**src/rtl/bps_pkg.sv**
```systemverilog
package bps_pkg;

    // Widths of the ROM that holds the patterns.
    localparam int ROM_ROWS   = 16;
    localparam int ROM_COLS   = 16;
    localparam int ROM_ROW_W  = 4;
    localparam int ROM_COL_W  = 5;
    localparam int ENTRY_W    = 16;

    // Defaults for the top-level parameters.
    localparam int DEF_PATTERN_COUNT = 12;
    localparam int DEF_MAX_DURATION  = 1000;
    localparam int DEF_MAX_ENTRIES   = 7;

    // Number of zero-delay transitions one step may take before everything stops.
    localparam int RESOLVE_LIMIT = 4;

    // Marks that close a pattern.
    localparam logic signed [ENTRY_W-1:0] MARK_END    = 16'sd0;
    localparam logic signed [ENTRY_W-1:0] MARK_REPEAT = -16'sd1;

    // Operation codes of an input beat.
    typedef enum logic {
        OP_TICK  = 1'b0,
        OP_START = 1'b1
    } t_op;

    typedef struct packed {
        t_op        operation;
        logic [3:0] pattern;
    } t_in_item;

    typedef struct packed {
        logic buzzer_on;
        logic foreground_busy;
        logic background_busy;
        logic bad_pattern;
    } t_out_item;

    typedef logic signed [ENTRY_W-1:0] t_rom_row [ROM_COLS];

    localparam t_rom_row PATTERN_ROM [ROM_ROWS] = '{
        '{default: 16'sd0},
        '{0: 16'sd5, default: 16'sd0},
        '{0: 16'sd100, default: 16'sd0},
        '{0: 16'sd500, default: 16'sd0},
        '{0: 16'sd1000, default: 16'sd0},
        '{0: 16'sd80, 1: 16'sd160, 2: 16'sd80, 3: 16'sd680, default: 16'sd0},
        '{0: 16'sd80, 1: 16'sd160, 2: 16'sd80, 3: 16'sd680, 4: -16'sd1,
          default: 16'sd0},
        '{0: 16'sd80, 1: 16'sd50, 2: 16'sd80, 3: 16'sd50, 4: 16'sd80, 5: 16'sd600,
          6: -16'sd1, default: 16'sd0},
        '{0: 16'sd500, 1: 16'sd160, 2: 16'sd80, 3: 16'sd160, 4: 16'sd80,
          default: 16'sd0},
        '{0: 16'sd80, 1: 16'sd50, 2: 16'sd80, 3: 16'sd50, 4: 16'sd80,
          default: 16'sd0},
        '{0: 16'sd80, 1: 16'sd50, 2: 16'sd80, default: 16'sd0},
        '{0: 16'sd150, 1: 16'sd50, 2: 16'sd80, default: 16'sd0},
        '{default: 16'sd0},
        '{default: 16'sd0},
        '{default: 16'sd0},
        '{default: 16'sd0}
    };

    // An entry past the usable part of a pattern reads as an end mark.
    function automatic logic signed [ENTRY_W-1:0] rom_entry(
        input logic [ROM_ROW_W-1:0] pat,
        input logic [ROM_COL_W-1:0] idx,
        input int                   max_entries
    );
        logic signed [ENTRY_W-1:0] e;
        if (int'(idx) >= max_entries || int'(idx) >= ROM_COLS) begin
            e = MARK_END;
        end else begin
            e = PATTERN_ROM[pat][idx[ROM_COL_W-2:0]];
        end
        return e;
    endfunction

endpackage

```
**src/rtl/bps_step.sv**
```systemverilog
module bps_step #(
    parameter int PATTERN_COUNT = bps_pkg::DEF_PATTERN_COUNT,
    parameter int MAX_DURATION  = bps_pkg::DEF_MAX_DURATION,
    parameter int MAX_ENTRIES   = bps_pkg::DEF_MAX_ENTRIES,
    parameter int IW            = $clog2(MAX_ENTRIES + 1),
    parameter int RW            = $clog2(MAX_DURATION + 1)
) (
    input  bps_pkg::t_in_item  i_item,
    input  logic               i_front_active,
    input  logic [3:0]         i_front_pattern,
    input  logic [IW-1:0]      i_front_index,
    input  logic               i_back_active,
    input  logic [3:0]         i_back_pattern,
    input  logic [IW-1:0]      i_back_index,
    input  logic [RW-1:0]      i_remaining,
    input  logic               i_drive,
    output logic               o_front_active,
    output logic [3:0]         o_front_pattern,
    output logic [IW-1:0]      o_front_index,
    output logic               o_back_active,
    output logic [3:0]         o_back_pattern,
    output logic [IW-1:0]      o_back_index,
    output logic [RW-1:0]      o_remaining,
    output logic               o_drive,
    output bps_pkg::t_out_item o_result
);
    import bps_pkg::*;

    always_comb begin
        logic                      fa;
        logic [3:0]                fp;
        logic [IW-1:0]             fi;
        logic                      ba;
        logic [3:0]                bp;
        logic [IW-1:0]             bi;
        logic [RW-1:0]             rem;
        logic                      drv;
        logic                      bad;
        logic                      do_resolve;
        logic                      done;
        logic signed [ENTRY_W-1:0] e;

        fa  = i_front_active;
        fp  = i_front_pattern;
        fi  = i_front_index;
        ba  = i_back_active;
        bp  = i_back_pattern;
        bi  = i_back_index;
        rem = i_remaining;
        drv = i_drive;
        bad = 1'b0;
        do_resolve = 1'b0;
        done = 1'b0;
        e = MARK_END;

        if (i_item.operation == OP_START) begin
            if (int'(i_item.pattern) >= PATTERN_COUNT) begin
                bad = 1'b1;
            end
            if (bad || rom_entry(i_item.pattern, '0, MAX_ENTRIES) == MARK_END) begin
                fa  = 1'b0;
                ba  = 1'b0;
                rem = '0;
                drv = 1'b0;
            end else begin
                fa  = 1'b1;
                fp  = i_item.pattern;
                fi  = '0;
                rem = '0;
                do_resolve = 1'b1;
            end
        end else if (rem != '0) begin
            rem = rem - 1'b1;
            do_resolve = (rem == '0);
        end

        // Walk through end marks, repeat marks and the handover to the
        // background until a duration is loaded or nothing is left.
        if (do_resolve) begin
            for (int n = 0; n < RESOLVE_LIMIT; n++) begin
                if (!done) begin
                    if (fa) begin
                        e = rom_entry(fp, ROM_COL_W'(fi), MAX_ENTRIES);
                        if (e == MARK_END || e < MARK_REPEAT) begin
                            fa  = 1'b0;
                            drv = 1'b0;
                        end else if (e == MARK_REPEAT) begin
                            drv = 1'b0;
                            ba  = 1'b1;
                            bp  = fp;
                            bi  = '0;
                            fa  = 1'b0;
                        end else begin
                            rem  = (int'(e) > MAX_DURATION) ? RW'(MAX_DURATION) : RW'(int'(e));
                            drv  = ~fi[0];
                            fi   = fi + 1'b1;
                            done = 1'b1;
                        end
                    end else if (ba) begin
                        e = rom_entry(bp, ROM_COL_W'(bi), MAX_ENTRIES);
                        if (e == MARK_END || e < MARK_REPEAT) begin
                            ba  = 1'b0;
                            drv = 1'b0;
                        end else if (e == MARK_REPEAT) begin
                            drv = 1'b0;
                            bi  = '0;
                        end else begin
                            rem  = (int'(e) > MAX_DURATION) ? RW'(MAX_DURATION) : RW'(int'(e));
                            drv  = ~bi[0];
                            bi   = bi + 1'b1;
                            done = 1'b1;
                        end
                    end else begin
                        rem  = '0;
                        drv  = 1'b0;
                        done = 1'b1;
                    end
                end
            end
            if (!done) begin
                fa  = 1'b0;
                ba  = 1'b0;
                rem = '0;
                drv = 1'b0;
            end
        end

        o_front_active  = fa;
        o_front_pattern = fp;
        o_front_index   = fi;
        o_back_active   = ba;
        o_back_pattern  = bp;
        o_back_index    = bi;
        o_remaining     = rem;
        o_drive         = drv;
        o_result.buzzer_on       = drv;
        o_result.foreground_busy = fa;
        o_result.background_busy = ba;
        o_result.bad_pattern     = bad;
    end

endmodule

```
**src/rtl/buzzer_pattern_sequencer.sv**
```systemverilog
// Channel   | Direction | Beat        | Handshake
// ----------+-----------+-------------+-----------------------------------
// input     | in        | t_in_item   | i_in_valid / o_in_stall
// result    | out       | t_out_item  | o_out_valid / i_out_stall
//
// One result beat leaves for every input beat; it passes the input register
// and then the result register. A new beat can be accepted in every cycle
// while the result side does not stall; the step logic sits between the two.
// Reset is synchronous and active low; it clears all pattern state.
// The input side stalls only while a beat is held and the result waits stalled.
module buzzer_pattern_sequencer #(
    parameter int PATTERN_COUNT = bps_pkg::DEF_PATTERN_COUNT,
    parameter int MAX_DURATION  = bps_pkg::DEF_MAX_DURATION,
    parameter int MAX_ENTRIES   = bps_pkg::DEF_MAX_ENTRIES
) (
    input  logic               i_clk,
    input  logic               i_rst_n,
    input  logic               i_in_valid,
    input  bps_pkg::t_in_item  i_in_data,
    output logic               o_in_stall,
    output logic               o_out_valid,
    output bps_pkg::t_out_item o_out_data,
    input  logic               i_out_stall
);
    import bps_pkg::*;

    // Index width holds MAX_ENTRIES itself, since the index moves one past
    // the last entry that was loaded. Countdown width holds MAX_DURATION.
    localparam int IW = $clog2(MAX_ENTRIES + 1);
    localparam int RW = $clog2(MAX_DURATION + 1);

    // Input register.
    logic      r_in_valid;
    t_in_item  r_in;

    // Result register.
    logic      r_out_valid;
    t_out_item r_out;

    // Sequencer state.
    logic          r_front_active;
    logic [3:0]    r_front_pattern;
    logic [IW-1:0] r_front_index;
    logic          r_back_active;
    logic [3:0]    r_back_pattern;
    logic [IW-1:0] r_back_index;
    logic [RW-1:0] r_remaining;
    logic          r_drive;

    // Next state from the step logic.
    logic          n_front_active;
    logic [3:0]    n_front_pattern;
    logic [IW-1:0] n_front_index;
    logic          n_back_active;
    logic [3:0]    n_back_pattern;
    logic [IW-1:0] n_back_index;
    logic [RW-1:0] n_remaining;
    logic          n_drive;
    t_out_item     n_out;

    logic advance;

    // The held beat moves on when the result register is free or is being
    // emptied in this cycle. The state is updated only then, so the next
    // beat always sees the state that the previous one left.
    assign advance    = r_in_valid && (!r_out_valid || !i_out_stall);
    assign o_in_stall = r_in_valid && !advance;

    bps_step #(
        .PATTERN_COUNT(PATTERN_COUNT),
        .MAX_DURATION (MAX_DURATION),
        .MAX_ENTRIES  (MAX_ENTRIES),
        .IW           (IW),
        .RW           (RW)
    ) u_step (
        .i_item         (r_in),
        .i_front_active (r_front_active),
        .i_front_pattern(r_front_pattern),
        .i_front_index  (r_front_index),
        .i_back_active  (r_back_active),
        .i_back_pattern (r_back_pattern),
        .i_back_index   (r_back_index),
        .i_remaining    (r_remaining),
        .i_drive        (r_drive),
        .o_front_active (n_front_active),
        .o_front_pattern(n_front_pattern),
        .o_front_index  (n_front_index),
        .o_back_active  (n_back_active),
        .o_back_pattern (n_back_pattern),
        .o_back_index   (n_back_index),
        .o_remaining    (n_remaining),
        .o_drive        (n_drive),
        .o_result       (n_out)
    );

    // Control and sequencer state.
    always_ff @(posedge i_clk) begin
        if (!i_rst_n) begin
            r_in_valid      <= 1'b0;
            r_out_valid     <= 1'b0;
            r_front_active  <= 1'b0;
            r_front_pattern <= '0;
            r_front_index   <= '0;
            r_back_active   <= 1'b0;
            r_back_pattern  <= '0;
            r_back_index    <= '0;
            r_remaining     <= '0;
            r_drive         <= 1'b0;
        end else begin
            if (!o_in_stall) begin
                r_in_valid <= i_in_valid;
            end
            if (advance) begin
                r_out_valid     <= 1'b1;
                r_front_active  <= n_front_active;
                r_front_pattern <= n_front_pattern;
                r_front_index   <= n_front_index;
                r_back_active   <= n_back_active;
                r_back_pattern  <= n_back_pattern;
                r_back_index    <= n_back_index;
                r_remaining     <= n_remaining;
                r_drive         <= n_drive;
            end else if (!i_out_stall) begin
                r_out_valid <= 1'b0;
            end
        end
    end

    // Payload registers carry no reset.
    always_ff @(posedge i_clk) begin
        if (!o_in_stall) begin
            r_in <= i_in_data;
        end
        if (advance) begin
            r_out <= n_out;
        end
    end

    assign o_out_valid = r_out_valid;
    assign o_out_data  = r_out;

    // While anything plays or the buzzer sounds, a duration is counting.
    a_busy_counts: assert property (@(posedge i_clk) disable iff (!i_rst_n)
        (r_drive || r_front_active || r_back_active) |-> (r_remaining != '0))
        else $error("pattern active with no duration counting");

    // A tick never reports a bad pattern number.
    a_tick_not_bad: assert property (@(posedge i_clk) disable iff (!i_rst_n)
        (advance && r_in.operation == OP_TICK) |=> !o_out_data.bad_pattern)
        else $error("bad_pattern set on a tick");

    // The position in a pattern never runs past its usable entries.
    a_index_bound: assert property (@(posedge i_clk) disable iff (!i_rst_n)
        (int'(r_front_index) <= MAX_ENTRIES) && (int'(r_back_index) <= MAX_ENTRIES))
        else $error("pattern index out of range");

endmodule

```
**config.mk**
```make
export PLATFORM = sky130hd
export DESIGN_NAME = buzzer_pattern_sequencer
export DESIGN_NICKNAME = d
export VERILOG_FILES = /design/src/rtl/bps_pkg.sv /design/src/rtl/bps_step.sv /design/src/rtl/buzzer_pattern_sequencer.sv
export SDC_FILE = /design/constraint.sdc
export NUM_CORES = 1
export LEC_CHECK = 0
export BUFFER_PORTS_ARGS = -buffer_cell sky130_fd_sc_hd__buf_2
export CORE_ASPECT_RATIO = 1.25
export CORE_MARGIN = 2
export CORE_UTILIZATION = 55
export DETAILED_ROUTE_END_ITERATION = 6
export PLACE_DENSITY = 0.7
export SYNTH_ARGS = -nofsm -noshare
export SYNTH_HDL_FRONTEND = slang
export SYNTH_HIERARCHICAL = 1
export SYNTH_SLANG_ARGS = --single-unit
```
**constraint.sdc**
```tcl
create_clock -name i_clk -period 23.9 [get_ports i_clk]
set_input_delay 4.78 -clock i_clk [delete_from_list [all_inputs] [get_ports i_clk]]
set_output_delay 4.78 -clock i_clk [all_outputs]
set_load 0.01 [all_outputs]
```
==> key figures <==
Run status
  • Status: finished, final reports clean

Logic synthesis
  • Yosys warns: 6
  • Register area share after synthesis: 14.1%
  • Main area contributors after synthesis: dfxtp_1 9.6%, ha_1 7.9%, mux2i_1 7.6%
  • Yosys top cell by area: dfxtp_1
  • Post-synthesis mux area share: 9.21%
  • Synthesized Nets: 893
  • Synth Area in Simple Gates: 27.9%
  • Synth Flop Type: dfxtp_1
  • Async SR Flop Fraction: 0%
  • Mapped cell area: 6020 µm²
  • Largest family of logic cells by synthesized area: compound AO/OA/AOI/OAI gates
  • Flops & latches, synth: 38
  • Post-Synth XOR/XNOR Area: 1.60%
  • Synth Area in Compound Gates: 31.9%
  • Mapped Avg Cell Area: 7.12 µm²
  • Adder-cell share of the synthesized area: 7.90%
  • Synth unique cells: 95
  • Post-synth EDFFs: 9
  • Cells after synthesis: 846
  • Share of the synthesized area in the top cell type: 9.64%

CTS
  • Hold_buf cts: 0
  • Clk sinks: 38
  • Clock Latency Late Sink: 290 ps
  • CTS Buf Count: 5
  • Clk root buf: clkbuf_16
  • TritonCTS clock tree: built
  • Number of setup buffers added after CTS: 0
  • Worst-path clk slew: 60 ps
  • Clk buf depth: 2
  • H-tree levels: 2
  • CTS resizes: 0

Power and ir drop
  • Leak: 2.45 nW
  • Total power: 0.227 mW
  • P_int: 0.151 mW
  • Psw: 0.0762 mW
  • Logic pwr share: 31.0%
  • Maximum vdd ir drop: 59.2 µV
  • Clock power frac: 37.1%
  • Power Dens Cells: 36.3 nW/µm²
  • Flop pwr share: 31.9%
  • Switching portion of total power: 33.6%

Place
  • Pre-CTS WS: 13690 ps
  • Post-DP HPWL: 14.8 mm
  • Gpl congestion: 0.978
  • Port bufs: 14

Timing
  • Worst Setup Slack, final: 13710 ps
  • Measured slew at the worst slew-check pin: 959 ps
  • Final setup viols: 0
  • Final Cycle Share: 42.7%
  • Setup TNS: 0 ps
  • Worst Clk Skew: 4.30 ps
  • Fin crit period: 10190 ps
  • Final hold violation count: 0
  • Max frequency: 0.0981 GHz
  • RSZ-0062 raised after global routing: no
  • Slew headroom: 35.3%
  • Fin. max-slew vios: 0

Die
  • Die Span Y: 121 µm
  • Die Span X: 97.6 µm
  • Core footprint: 10600 µm²
  • IO Pins: 15
  • Cell Rows: 42
  • Die area: 11800 µm²
  • Initial core utilization: 56.7%

Setup path
  • CP endpoint kind: output port
  • Largest fanout on the critical path: 6
  • Critical path launch point type: input port
  • Worst path arrival time: 5410 ps
  • CP Data Required Time: 19120 ps
  • CP Class: input port to output port

Final layout
  • Post-route core utilization: 58.9%
  • # fillers: 1055
  • Antenna Cells: 0
  • Share of layout cells above drive strength 1: 8.59%
  • P&R area growth vs syn: 3.78%
  • Nets@finish: 873

Global route
  • First-pass GRT wire length: 31.3 mm
  • Global route total overflow: 0
  • Largest net degree at the start of global routing: 57
  • Vias in the first global route: 6215
  • Antenna violations before repair: 0
  • Total GRT Usage: 32.1%

Drt
  • Residual DRC: 0
  • Vias: 6603
  • Antenna Violating Nets Remaining: 0
  • Total Routed Length: 19.3 mm
  • Average wire per cell in the routed design: 20.1 µm
  • Drt pass-1 iters: 6
  • DR iter-0 viols: 616
  • Vias per Instance: 6.89

Run
  • Max-cap viol count: 0

Worst hold path
  • Hold WC Path Type: flop to flop
layout by cell type, fill, tap and decap left out, types with 7 or more instances in the layout:
cell type,Yosys,layout
nand4_1,9,9
or2_2,7,7
xnor2_1,7,7
a21oi_1,47,47
buf_4,9,12
nand2b_1,13,13
a211oi_1,9,9
nor3_1,15,15
a31oi_1,15,15
ha_1,38,38
nor2b_1,11,11
or3_1,9,9
edfxtp_1,9,9
o31ai_1,7,7
nor2_1,75,75
and2_1,10,10
buf_2,14,14
a21boi_0,8,8
mux2i_1,46,46
a22oi_1,10,10
o22ai_1,13,13
a21o_1,9,9
inv_1,38,38
nand3_1,27,27
dfxtp_1,29,29
and3_1,9,9
o21ai_1,7,7
nand2_1,117,117
o21ai_0,51,50
final cells by class:
class | count | area (µm²) | area share, %
Clock buffer | 6 | 150 | 2.40
Clock inverter | 2 | 38.8 | 0.621
Inverter | 39 | 146 | 2.34
Multi-Input combinational cell | 716 | 4740 | 75.8
Sequential cell | 38 | 851 | 13.6
Tap cell | 132 | 165 | 2.64
Timing Repair Buffer | 26 | 160 | 2.56
flip-flops by register name, summed over array words and instances (netlist names), 3 cells and up:
register and count:
r_front_index 3, r_in 5, r_front_pattern 4, r_remaining 10, o_out_data 4, r_back_index 3, r_back_pattern 4
kinds of logic after synthesis:
group / Yosys count
adder cells (fa/ha/maj): 38
AO/OA/AOI/OAI: 273
flip-flops: 38
AND/OR/NAND/NOR: 340
buffers and inverters: 92
XOR/XNOR: 11
multiplexers: 54
per-layer routing:
metal  track usage, %  part of all wire [%]  up-vias
met5                0                     0        -
met4             18.2                   6.0        0
met3             3.00                   5.9       83
met2             55.4                    47      322
met1             39.0                    41     3090
li1                 -                     -     3108
critical path, stage by stage:
cell	delay [ps]
buf_2	120
nand3_1	230
inv_1	140
buf_2	140
path summary, 6_finish.rpt:
check | start | to | slack, ps | cells after the start
worst max-delay path | i_out_stall | o_in_stall | 13710 | 4
worst min register to register | r_front_pattern[1]$_SDFFE_PN0P_ | r_front_pattern[1]$_SDFFE_PN0P_ | 460 | 2
worst max register to register | r_in[0]$_DFFE_PN_ | r_back_active$_SDFFE_PN0P_ | 14100 | 31
worst min-delay path | r_front_pattern[1]$_SDFFE_PN0P_ | r_front_pattern[1]$_SDFFE_PN0P_ | 460 | 2
Yosys cell counts (6+ instances only):
cell type,count
a211oi_1,9
a21boi_0,8
a21o_1,9
a21oi_1,47
a22oi_1,10
a31oi_1,15
a32oi_1,6
and2_1,10
and3_1,9
buf_2,14
buf_4,9
clkbuf_1,25
dfxtp_1,29
edfxtp_1,9
ha_1,38
inv_1,38
mux2i_1,46
nand2_1,117
nand2b_1,13
nand3_1,27
nand4_1,9
nor2_1,75
nor2b_1,11
nor3_1,15
nor3b_1,6
nor4_1,6
o211ai_1,6
o21a_1,6
o21ai_0,51
o21ai_1,7
o21bai_1,6
o22ai_1,13
o31ai_1,7
or2_2,7
or3_1,9
xnor2_1,7
power by group through the flow:
| stage | combinational (mW) | sequential [mW] | clock (mW) |
|---|---|---|---|
| after detailed placement | 0.0682 | 0.0738 | 0 |
| after global placement | 0.0675 | 0.0737 | 0 |
| final | 0.0703 | 0.0725 | 0.0841 |
| after global routing | 0.0761 | 0.0730 | 0.0874 |
| after floorplan | 0.0544 | 0.0724 | 0 |
| after CTS | 0.0686 | 0.0724 | 0.0857 |
through the flow:
stage / hold slack, ps / std cells / area [µm²]
after detailed placement: 458 / 951 / 6060
after floorplan: 434 / 846 / 6020
final: 462 / 959 / 6250
after CTS: 466 / 959 / 6250
after global placement: 449 / 951 / 6060
after global routing: 490 / 959 / 6250
(Power assumes the default switching activity.)
